[src/rtl/sha1s_pkg.sv]
// ----------------------------------------------------------------------------
// SHA-1 stream hasher package
// Shared item types, controller/datapath command and status structs, and the
// SHA-1 constants.
// ----------------------------------------------------------------------------
package sha1s_pkg;

    // One input request: a message byte and its flags.
    typedef struct packed {
        logic [7:0] data_byte;
        logic       has_byte;
        logic       end_of_message;
    } t_in_item;

    // One output request: a digest word, its index and the last-word flag.
    typedef struct packed {
        logic [31:0] digest_word;
        logic [2:0]  word_index;
        logic        last_word;
    } t_out_item;

    // Source of the byte shifted into the block window.
    localparam logic [1:0] PUSH_DATA = 2'd0;
    localparam logic [1:0] PUSH_PAD  = 2'd1;
    localparam logic [1:0] PUSH_ZERO = 2'd2;
    localparam logic [1:0] PUSH_LEN  = 2'd3;

    // Commands from the controller to the datapath.
    typedef struct packed {
        logic       push;       // shift one byte into the block window
        logic [1:0] push_sel;   // which byte to shift in
        logic       latch_len;  // capture the message bit length
        logic       init;       // load the working variables from the chain
        logic       round;      // perform one compression round
        logic [1:0] phase;      // round group, selects f and k
        logic       add;        // fold the working variables into the chain
        logic       finish;     // hand the digest to the output stage, reinit
    } t_dp_cmd;

    // Status from the datapath to the controller.
    typedef struct packed {
        logic [5:0] fill;
        logic       out_busy;
    } t_dp_sts;

    localparam logic [31:0] H_INIT0 = 32'h6745_2301;
    localparam logic [31:0] H_INIT1 = 32'hefcd_ab89;
    localparam logic [31:0] H_INIT2 = 32'h98ba_dcfe;
    localparam logic [31:0] H_INIT3 = 32'h1032_5476;
    localparam logic [31:0] H_INIT4 = 32'hc3d2_e1f0;

    localparam logic [31:0] K_ROUND0 = 32'h5A82_7999;
    localparam logic [31:0] K_ROUND1 = 32'h6ED9_EBA1;
    localparam logic [31:0] K_ROUND2 = 32'h8F1B_BCDC;
    localparam logic [31:0] K_ROUND3 = 32'hCA62_C1D6;

    localparam logic [7:0] PAD_BYTE   = 8'h80;
    localparam logic [5:0] LEN_POS    = 6'd56;
    localparam logic [5:0] FILL_LAST  = 6'd63;
    localparam logic [6:0] ROUND_LAST = 7'd79;
    localparam logic [2:0] WORD_LAST  = 3'd4;

endpackage

[src/rtl/sha1s_ifs.sv]
// ----------------------------------------------------------------------------
// SHA-1 stream hasher channel interfaces
// Valid/ready channels for the byte input and the digest-word output.
// ----------------------------------------------------------------------------
interface sha1s_in_if;
    import sha1s_pkg::*;
    logic     valid;
    logic     ready;
    t_in_item data;
    modport source(output valid, output data, input ready);
    modport sink(input valid, input data, output ready);
endinterface

interface sha1s_out_if;
    import sha1s_pkg::*;
    logic      valid;
    logic      ready;
    t_out_item data;
    modport source(output valid, output data, input ready);
    modport sink(input valid, input data, output ready);
endinterface

[src/rtl/sha1s_ctrl.sv]
// ----------------------------------------------------------------------------
// SHA-1 stream hasher controller
// Sequences byte intake, padding, the 80 compression rounds and digest hand-off.
// ----------------------------------------------------------------------------
module sha1s_ctrl (
    input  logic                i_clk,
    input  logic                i_rst_n,
    input  logic                i_in_valid,
    input  sha1s_pkg::t_in_item i_item,
    output logic                o_in_ready,
    input  sha1s_pkg::t_dp_sts  i_sts,
    output sha1s_pkg::t_dp_cmd  o_cmd
);
    import sha1s_pkg::*;

    localparam logic [2:0] S_IDLE = 3'd0;
    localparam logic [2:0] S_COMP = 3'd1;
    localparam logic [2:0] S_ADD  = 3'd2;
    localparam logic [2:0] S_PADB = 3'd3;
    localparam logic [2:0] S_PADZ = 3'd4;
    localparam logic [2:0] S_PADL = 3'd5;
    localparam logic [2:0] S_DONE = 3'd6;

    logic [2:0] r_state, n_state;
    logic [2:0] r_ret, n_ret;
    logic [6:0] r_round, n_round;
    logic       w_full;

    assign w_full = (i_sts.fill == FILL_LAST);

    always_comb begin
        o_cmd      = '0;
        o_in_ready = 1'b0;
        n_state    = r_state;
        n_ret      = r_ret;
        n_round    = r_round;
        if (r_round < 7'd20) begin
            o_cmd.phase = 2'd0;
        end else if (r_round < 7'd40) begin
            o_cmd.phase = 2'd1;
        end else if (r_round < 7'd60) begin
            o_cmd.phase = 2'd2;
        end else begin
            o_cmd.phase = 2'd3;
        end
        unique case (r_state)
            S_IDLE: begin
                o_in_ready = 1'b1;
                if (i_in_valid) begin
                    if (i_item.has_byte) begin
                        o_cmd.push     = 1'b1;
                        o_cmd.push_sel = PUSH_DATA;
                    end
                    if (i_item.has_byte && w_full) begin
                        o_cmd.init = 1'b1;
                        n_round    = '0;
                        n_state    = S_COMP;
                        n_ret      = i_item.end_of_message ? S_PADB : S_IDLE;
                    end else if (i_item.end_of_message) begin
                        n_state = S_PADB;
                    end
                end
            end
            S_COMP: begin
                o_cmd.round = 1'b1;
                if (r_round == ROUND_LAST) begin
                    n_state = S_ADD;
                end else begin
                    n_round = r_round + 7'd1;
                end
            end
            S_ADD: begin
                o_cmd.add = 1'b1;
                n_state   = r_ret;
            end
            S_PADB: begin
                o_cmd.push      = 1'b1;
                o_cmd.push_sel  = PUSH_PAD;
                o_cmd.latch_len = 1'b1;
                n_state         = S_PADZ;
                if (w_full) begin
                    o_cmd.init = 1'b1;
                    n_round    = '0;
                    n_state    = S_COMP;
                    n_ret      = S_PADZ;
                end
            end
            S_PADZ: begin
                if (i_sts.fill == LEN_POS) begin
                    n_state = S_PADL;
                end else begin
                    o_cmd.push     = 1'b1;
                    o_cmd.push_sel = PUSH_ZERO;
                    if (w_full) begin
                        o_cmd.init = 1'b1;
                        n_round    = '0;
                        n_state    = S_COMP;
                        n_ret      = S_PADZ;
                    end
                end
            end
            S_PADL: begin
                o_cmd.push     = 1'b1;
                o_cmd.push_sel = PUSH_LEN;
                if (w_full) begin
                    o_cmd.init = 1'b1;
                    n_round    = '0;
                    n_state    = S_COMP;
                    n_ret      = S_DONE;
                end
            end
            S_DONE: begin
                if (!i_sts.out_busy) begin
                    o_cmd.finish = 1'b1;
                    n_state      = S_IDLE;
                end
            end
            default: begin
                n_state = S_IDLE;
            end
        endcase
    end

    always_ff @(posedge i_clk) begin
        if (!i_rst_n) begin
            r_state <= S_IDLE;
            r_ret   <= S_IDLE;
            r_round <= '0;
        end else begin
            r_state <= n_state;
            r_ret   <= n_ret;
            r_round <= n_round;
        end
    end

endmodule

[src/rtl/sha1s_dpath.sv]
// ----------------------------------------------------------------------------
// SHA-1 stream hasher datapath
// Block window with message schedule, round logic, chain value, bit length
// and the digest output stage.
// ----------------------------------------------------------------------------
module sha1s_dpath (
    input  logic                 i_clk,
    input  logic                 i_rst_n,
    input  logic [7:0]           i_data_byte,
    input  sha1s_pkg::t_dp_cmd   i_cmd,
    output sha1s_pkg::t_dp_sts   o_sts,
    output logic                 o_out_valid,
    input  logic                 i_out_ready,
    output sha1s_pkg::t_out_item o_out_item
);
    import sha1s_pkg::*;

    // The window holds sixteen schedule words, the oldest in the top word.
    logic [511:0] r_win;
    logic [5:0]   r_fill;
    logic [31:0]  r_blocks;
    logic [40:0]  r_len;
    logic [31:0]  r_chain [5];
    logic [31:0]  r_a, r_b, r_c, r_d, r_e;
    logic [159:0] r_out_words;
    logic [2:0]   r_out_idx;
    logic         r_out_valid;

    logic [63:0]  w_len64;
    logic [7:0]   w_len_byte;
    logic [7:0]   w_push_byte;
    logic [31:0]  w_sched, w_new_word;
    logic [31:0]  w_f, w_k, w_t;

    assign w_len64    = {23'd0, r_len};
    assign w_len_byte = w_len64[{~r_fill[2:0], 3'b000} +: 8];

    always_comb begin
        unique case (i_cmd.push_sel)
            PUSH_DATA: w_push_byte = i_data_byte;
            PUSH_PAD:  w_push_byte = PAD_BYTE;
            PUSH_ZERO: w_push_byte = 8'd0;
            PUSH_LEN:  w_push_byte = w_len_byte;
            default:   w_push_byte = 8'd0;
        endcase
    end

    // Schedule word of this round and the word sixteen rounds ahead.
    assign w_sched = r_win[511:480];
    assign w_new_word = {w_sched[30:0], w_sched[31]} ^ {r_win[94:64], r_win[95]}
                      ^ {r_win[254:224], r_win[255]} ^ {r_win[446:416], r_win[447]};

    always_comb begin
        unique case (i_cmd.phase)
            2'd0: begin
                w_f = r_d ^ (r_b & (r_c ^ r_d));
                w_k = K_ROUND0;
            end
            2'd1: begin
                w_f = r_b ^ r_c ^ r_d;
                w_k = K_ROUND1;
            end
            2'd2: begin
                w_f = (r_b & r_c) | (r_d & (r_b | r_c));
                w_k = K_ROUND2;
            end
            default: begin
                w_f = r_b ^ r_c ^ r_d;
                w_k = K_ROUND3;
            end
        endcase
    end

    assign w_t = {r_a[26:0], r_a[31:27]} + w_f + r_e + w_k + w_sched;

    always_ff @(posedge i_clk) begin
        if (i_cmd.push) begin
            r_win <= {r_win[503:0], w_push_byte};
        end else if (i_cmd.round) begin
            r_win <= {r_win[479:0], w_new_word};
        end
        if (i_cmd.latch_len) begin
            r_len <= {r_blocks, r_fill, 3'b000};
        end
        if (i_cmd.init) begin
            r_a <= r_chain[0];
            r_b <= r_chain[1];
            r_c <= r_chain[2];
            r_d <= r_chain[3];
            r_e <= r_chain[4];
        end else if (i_cmd.round) begin
            r_a <= w_t;
            r_b <= r_a;
            r_c <= {r_b[1:0], r_b[31:2]};
            r_d <= r_c;
            r_e <= r_d;
        end
        if (i_cmd.finish) begin
            r_out_words <= {r_chain[0], r_chain[1], r_chain[2], r_chain[3], r_chain[4]};
        end else if (r_out_valid && i_out_ready) begin
            r_out_words <= {r_out_words[127:0], 32'd0};
        end
    end

    always_ff @(posedge i_clk) begin
        if (!i_rst_n) begin
            r_fill      <= '0;
            r_blocks    <= '0;
            r_chain[0]  <= H_INIT0;
            r_chain[1]  <= H_INIT1;
            r_chain[2]  <= H_INIT2;
            r_chain[3]  <= H_INIT3;
            r_chain[4]  <= H_INIT4;
            r_out_idx   <= '0;
            r_out_valid <= 1'b0;
        end else begin
            if (i_cmd.push) begin
                r_fill <= r_fill + 6'd1;
                if (i_cmd.push_sel == PUSH_DATA && r_fill == FILL_LAST) begin
                    r_blocks <= r_blocks + 32'd1;
                end
            end
            if (i_cmd.add) begin
                r_chain[0] <= r_chain[0] + r_a;
                r_chain[1] <= r_chain[1] + r_b;
                r_chain[2] <= r_chain[2] + r_c;
                r_chain[3] <= r_chain[3] + r_d;
                r_chain[4] <= r_chain[4] + r_e;
            end
            if (i_cmd.finish) begin
                r_fill      <= '0;
                r_blocks    <= '0;
                r_chain[0]  <= H_INIT0;
                r_chain[1]  <= H_INIT1;
                r_chain[2]  <= H_INIT2;
                r_chain[3]  <= H_INIT3;
                r_chain[4]  <= H_INIT4;
                r_out_idx   <= '0;
                r_out_valid <= 1'b1;
            end else if (r_out_valid && i_out_ready) begin
                r_out_idx <= r_out_idx + 3'd1;
                if (r_out_idx == WORD_LAST) begin
                    r_out_valid <= 1'b0;
                end
            end
        end
    end

    assign o_sts.fill     = r_fill;
    assign o_sts.out_busy = r_out_valid;

    assign o_out_valid            = r_out_valid;
    assign o_out_item.digest_word = r_out_words[159:128];
    assign o_out_item.word_index  = r_out_idx;
    assign o_out_item.last_word   = (r_out_idx == WORD_LAST);

endmodule

[src/rtl/sha1_stream_hasher.sv]
// ----------------------------------------------------------------------------
// SHA-1 stream hasher
// Hashes a byte stream and returns the 160-bit digest as five 32-bit words.
// ----------------------------------------------------------------------------
// Usage: the input channel takes one request per message byte. A request with
// end_of_message set closes the message after its byte, if it carries one; a
// request with has_byte low and end_of_message set closes it with no byte, so
// the empty message is allowed. A request with neither flag does nothing.
// The output channel returns five requests per message, H0 first, each word in
// big-endian byte order, the fifth marked with last_word.
// Timing: a byte is taken whenever the controller is idle. The byte that fills
// a 64-byte block starts the compression, which runs one round per cycle
// through a single round unit: the 80 rounds, then the chain update. No new
// byte is taken until that block has been compressed.
// Closing a message feeds the pad, zero and length bytes and compresses one or
// two blocks, two when the closing byte fills a block or when the length no
// longer fits behind the pad byte in its block.
// The digest sits in its own output register, so the next message may stream
// in while a stalled receiver has not yet taken all five words; a second
// digest waits in the chain value until the register is free.
// Reset (synchronous, active low) restores the SHA-1 initial chain value,
// clears the byte and block counts and drops any pending output.
// ----------------------------------------------------------------------------
module sha1_stream_hasher (
    input  logic         i_clk,
    input  logic         i_rst_n,
    sha1s_in_if.sink     i_in,
    sha1s_out_if.source  o_out
);
    import sha1s_pkg::*;

    t_dp_cmd   w_cmd;
    t_dp_sts   w_sts;
    t_in_item  w_item;
    t_out_item w_out_item;
    logic      w_in_ready;
    logic      w_out_valid;

    assign w_item     = i_in.data;
    assign i_in.ready = w_in_ready;

    // The controller only issues commands; all data storage lives in the datapath.
    sha1s_ctrl u_ctrl (
        .i_clk      (i_clk),
        .i_rst_n    (i_rst_n),
        .i_in_valid (i_in.valid),
        .i_item     (w_item),
        .o_in_ready (w_in_ready),
        .i_sts      (w_sts),
        .o_cmd      (w_cmd)
    );

    sha1s_dpath u_dpath (
        .i_clk       (i_clk),
        .i_rst_n     (i_rst_n),
        .i_data_byte (w_item.data_byte),
        .i_cmd       (w_cmd),
        .o_sts       (w_sts),
        .o_out_valid (w_out_valid),
        .i_out_ready (o_out.ready),
        .o_out_item  (w_out_item)
    );

    assign o_out.valid = w_out_valid;
    assign o_out.data  = w_out_item;

endmodule

[src/flat_wrapper.sv]
// flat-port wrapper written by rule: the top's interface ports become plain ports
module sha1_stream_hasher_flat import sha1s_pkg::*;
  (i_clk, i_rst_n, i_in_valid, i_in_data, i_in_ready, o_out_valid, o_out_data, o_out_ready);
  sha1s_in_if i_in_i ();
  sha1s_out_if o_out_i ();
  input  logic i_clk;
  input  logic i_rst_n;
  input wire logic [$bits(i_in_i.valid)-1:0] i_in_valid;
  input wire logic [$bits(i_in_i.data)-1:0] i_in_data;
  output wire logic [$bits(i_in_i.ready)-1:0] i_in_ready;
  output wire logic [$bits(o_out_i.valid)-1:0] o_out_valid;
  output wire logic [$bits(o_out_i.data)-1:0] o_out_data;
  input wire logic [$bits(o_out_i.ready)-1:0] o_out_ready;
  assign i_in_i.valid = i_in_valid;
  assign i_in_i.data = i_in_data;
  assign i_in_ready = i_in_i.ready;
  assign o_out_valid = o_out_i.valid;
  assign o_out_data = o_out_i.data;
  assign o_out_i.ready = o_out_ready;
  sha1_stream_hasher u_core (.i_clk(i_clk), .i_rst_n(i_rst_n), .i_in(i_in_i), .o_out(o_out_i));
endmodule
[config.mk]
export PLATFORM = sky130hd
export DESIGN_NAME = sha1_stream_hasher_flat
export DESIGN_NICKNAME = d
export VERILOG_FILES = /design/src/rtl/sha1s_pkg.sv /design/src/rtl/sha1s_ifs.sv /design/src/rtl/sha1s_ctrl.sv /design/src/rtl/sha1s_dpath.sv /design/src/rtl/sha1_stream_hasher.sv /design/src/flat_wrapper.sv
export SDC_FILE = /design/constraint.sdc
export NUM_CORES = 2
export LEC_CHECK = 0
export BUFFER_PORTS_ARGS = -buffer_cell sky130_fd_sc_hd__buf_2
export CORE_ASPECT_RATIO = 1.4
export CORE_MARGIN = 2
export CORE_UTILIZATION = 40
export CTS_BUF_LIST = sky130_fd_sc_hd__clkbuf_8 sky130_fd_sc_hd__clkbuf_16
export DETAILED_ROUTE_END_ITERATION = 12
export MAX_ROUTING_LAYER = met4
export SLEW_MARGIN = 10
export SYNTH_ARGS = -nofsm -noshare
export SYNTH_HDL_FRONTEND = slang
export SYNTH_SLANG_ARGS = --single-unit
[constraint.sdc]
create_clock -name i_clk -period 15.3 [get_ports i_clk]
set_input_delay 0 -clock i_clk [delete_from_list [all_inputs] [get_ports i_clk]]
set_output_delay 0 -clock i_clk [all_outputs]
set_load 0.02 [all_outputs]
==> results.sh <==
export IMPL_die_x_um=330.3
export IMPL_ys_seq_elements=1085
export IMPL_place_ws_ns=8.491
export IMPL_final_fill_count=14167
export IMPL_finalWirelength_um=157700
export IMPL_min_period_over_period_pct=44.73
export IMPL_critical_path_buf_inv_count=3
export IMPL_synth_edf_count=1030
export IMPL_rows=167
export IMPL_syn_inst=6129
export IMPL_cts_tree="built"
export IMPL_max_cap_violations=0
export IMPL_cp_common_cell="fa_1"
export IMPL_fmax_mhz=146.1
export IMPL_synth_area_um2=59610
export IMPL_port_buffers=51
export IMPL_grt_pass1_vias=41418
export IMPL_grt_busiest_layer="met2"
export IMPL_clkLatencyLatePin_ns=0.76
export IMPL_max_stage_delay_ns=0.60
export IMPL_use_met2_pct=35.75
export IMPL_path_class="flip-flop to flip-flop"
export IMPL_grt_pass1_wl_um=240200
export IMPL_relSlewSlack_pct=27.44
export IMPL_drt_initial_drc_count=3610
export IMPL_worst_pin_slew_ns=1.088
export IMPL_ys_flop_type="edfxtp_1"
export IMPL_cts_inserted_buffers=111
export IMPL_dp_cells=7869
export IMPL_antenna_found_initial=3
export IMPL_clock_root_buffer="clkbuf_16"
export IMPL_antenna_left=0
export IMPL_areaGrowthSynthToFinish_pct=9.449
export IMPL_p_leak_nw=26.50
export IMPL_start_util_pct=40.29
export IMPL_cts_htree_levels=3
export IMPL_synth_top_cell_area_share_pct=51.89
export IMPL_fin_total_pwr_mw=12.14
export IMPL_drc=10
export IMPL_vias_per_cell=5.258
export IMPL_hold_viol_final=0
export IMPL_violations="design-rule violations"
export IMPL_postCtsSetupRepairBufs=0
export IMPL_drive_gt1_share_pct=4.720
export IMPL_path_cells="or2_2 -> a21o_1 -> inv_1 -> ha_2 -> buf_4 -> nand2b_1 -> o21ai_0 -> a311oi_1 -> a21oi_1 -> fa_1 -> fa_1 -> ha_1 -> inv_1 -> fa_1 -> nor2b_1 -> o31ai_1 -> o211a_2 -> a21oi_1 -> a221o_1 -> a2111oi_2 -> o31ai_1 -> xnor2_1 -> o21ai_1"
export IMPL_cts_clk_slew_worst_paths_ns=0.06
export IMPL_hold_path_class="input port to flip-flop"
export IMPL_syn_nets=6503
export IMPL_cp_required_ns=15.79
export IMPL_cp_start_kind="flip-flop"
export IMPL_yosysTopAreaCell="edfxtp_1"
export IMPL_vias=42529
export IMPL_rsz0062_at_grt="false"
export IMPL_worst_slack_ns=8.456
export IMPL_layout_cells_non_filler=8089
export IMPL_seq_area_frac_synth_pct=53.73
export IMPL_die_area_um2=152200
export IMPL_firstDrtPassIters=11
export IMPL_place_hpwl_um=110300
export IMPL_synthTopCellsByArea="edfxtp_1 (52%), nand2_1 (15%), ha_1 (5.6%)"
export IMPL_finalMaxSlewViolations=0
export IMPL_worst_hold_slack_ns=0.1157
export IMPL_grt_max_degree=189
export IMPL_clockBufferDepth=3
export IMPL_outcome="complete, but fails checks"
export IMPL_yosys_warnings=0
export IMPL_power_density_nw_per_um2=186.0
export IMPL_synthTopCellsByCount="nand2_1 (2341), edfxtp_1 (1030), inv_1 (284), ha_1 (267), a21oi_1 (254)"
export IMPL_grtUsageMet3_pct=2.346
export IMPL_use_met1_pct=26.13
export IMPL_critPathMaxFanout=68
export IMPL_worst_path_max_delay_cell="buf_4"
export IMPL_synth_async_reset_ratio_pct=0
export IMPL_crit_arrival_ns=7.33
export IMPL_syn_avg_cell_area_um2=9.726
export IMPL_clock_sinks=1085
export IMPL_num_io_pins=52
export IMPL_finalSetupViolCount=0
export IMPL_period_needed_ns=6.844
export IMPL_wire_per_inst_um=19.49
export IMPL_ctsResizeCount=0
export IMPL_yosys_cell_types_count=80
export IMPL_grt_ovfl_total=0
export IMPL_die_h_um=460.8
export IMPL_fin_setup_tns_ns=0
export IMPL_gp_congestion=0.9469
export IMPL_track_usage_pct=21.05
export IMPL_fin_skew_ns=0.04315
export IMPL_synth_most_common_cell="nand2_1"
export IMPL_max_vdd_ir_drop_mv=0.1323
export IMPL_endpoint_kind="flip-flop"
export IMPL_finalNetCount=6426
export IMPL_critical_path_top_delay_family="compound AO/OA/AOI/OAI gates"
export IMPL_core_area_um2=147900
routing by layer:
metal  part of all wire, %  wire length, µm
met3                   4.6             7283
met4                   3.0             4787
met2                    50            79080
met1                    42            66540
met5                     0                0
kinds of logic (layout without fill, tap and decap cells):
logic type / count (synthesis) / after routing / synth area share (%)
and+or+nand+nor: 2915 / 2915 / 19.69
muxes: 47 / 47 / 0.9004
buffers and inverters: 570 / 585 / 3.793
adders and majority gates: 360 / 360 / 8.727
DFF: 1085 / 1085 / 53.73
other: 0 / 2 / 0
xor gates and xnor gates: 308 / 308 / 4.525
AOI/OAI and AO/OA: 844 / 844 / 8.633
placed cells by master, fill, tap and decap left out, types with 39 or more instances in the layout:
cell / instances
and2_1: 52
a21o_1: 92
dfxtp_1: 55
o21ai_0: 251
mux2i_1: 39
fa_1: 93
ha_1: 265
inv_1: 305
nand3_1: 62
a21oi_1: 254
clkbuf_16: 115
buf_2: 51
xor2_1: 120
xnor2_1: 188
nor2_1: 237
edfxtp_1: 1030
nand2_1: 2337
layout make-up:
| class | count | area [µm²] | share of cell area, % |
|---|---|---|---|
| Sequential cell | 1085 | 32030 | 49.09 |
| Clock inverter | 83 | 638.1 | 0.9780 |
| Clock buffer | 122 | 2974 | 4.558 |
| Antenna cell | 2 | 5.005 | 0.007671 |
| Multi-Input combinational cell | 4474 | 25420 | 38.97 |
| Timing Repair Buffer | 96 | 675.6 | 1.036 |
| Inverter | 284 | 1066 | 1.634 |
| Tap cell | 1943 | 2431 | 3.726 |
repair_timing:
item | CTS | global route
setup endpoints to repair | 0 | 0
endpoints found under the hold margin | 28 | 0
hold buffers | 13 | 0
registers in the layout, summed over array words and instances (netlist names), 3 cells and up:
register,flops
u_core.u_dpath.r_e,32
u_core.u_ctrl.r_ret,3
u_core.u_dpath.r_fill,6
u_core.u_dpath.r_out_words,160
u_core.u_dpath.r_c,32
u_core.u_dpath.r_d,32
u_core.u_dpath.r_chain,160
u_core.u_ctrl.r_state,3
u_core.u_dpath.r_b,32
u_core.u_dpath.r_a,32
u_core.u_dpath.r_blocks,32
u_core.u_dpath.r_win,512
u_core.u_dpath.r_out_idx,3
u_core.u_ctrl.r_round,7
u_core.u_dpath.r_len,38
stage by stage:
stage,util (%),cell area [µm²]
4_1_cts,44.10,65240
3_5_place_dp,41.57,61500
5_1_grt,44.10,65240
2_1_floorplan,-,59610
6_report,44.10,65240
3_3_place_gp,41.57,61500
worst reg2reg max path, cell delays in order (launching register included):
cell       delay [ns]
dfxtp_1          0.38
or2_2            0.31
a21o_1           0.28
inv_1            0.29
ha_2             0.23
buf_4            0.60
nand2b_1         0.24
o21ai_0          0.08
a311oi_1         0.26
a21oi_1          0.10
fa_1             0.60
fa_1             0.42
ha_1             0.21
inv_1            0.09
fa_1             0.21
nor2b_1          0.07
o31ai_1          0.39
o211a_2          0.29
a21oi_1          0.13
a221o_1          0.40
a2111oi_2        0.59
o31ai_1          0.18
xnor2_1          0.16
o21ai_1          0.08
final timing paths:
kind                                     from                     endpoint  cells past startpoint  slack, ns
setup / recovery     u_core.u_ctrl.r_round[4]       u_core.u_dpath.r_a[31]                     23       8.46
hold / removal                    o_out_ready  u_core.u_dpath.r_out_idx[1]                      4       0.12
setup reg to reg     u_core.u_ctrl.r_round[4]       u_core.u_dpath.r_a[31]                     23       8.46
hold reg to reg   u_core.u_dpath.r_blocks[22]     u_core.u_dpath.r_len[31]                      0       0.45
power breakdown:
part           switching (mW)  leakage [nW]  total [mW]  internal (mW)
clock                    1.22          1.84        2.73           1.51
sequential              0.482          10.0        4.61           4.12
combinational            2.85          14.6        4.80           1.95
total                    4.55          26.5        12.1           7.59
Note: power is estimated with default switching activity, not from simulation.
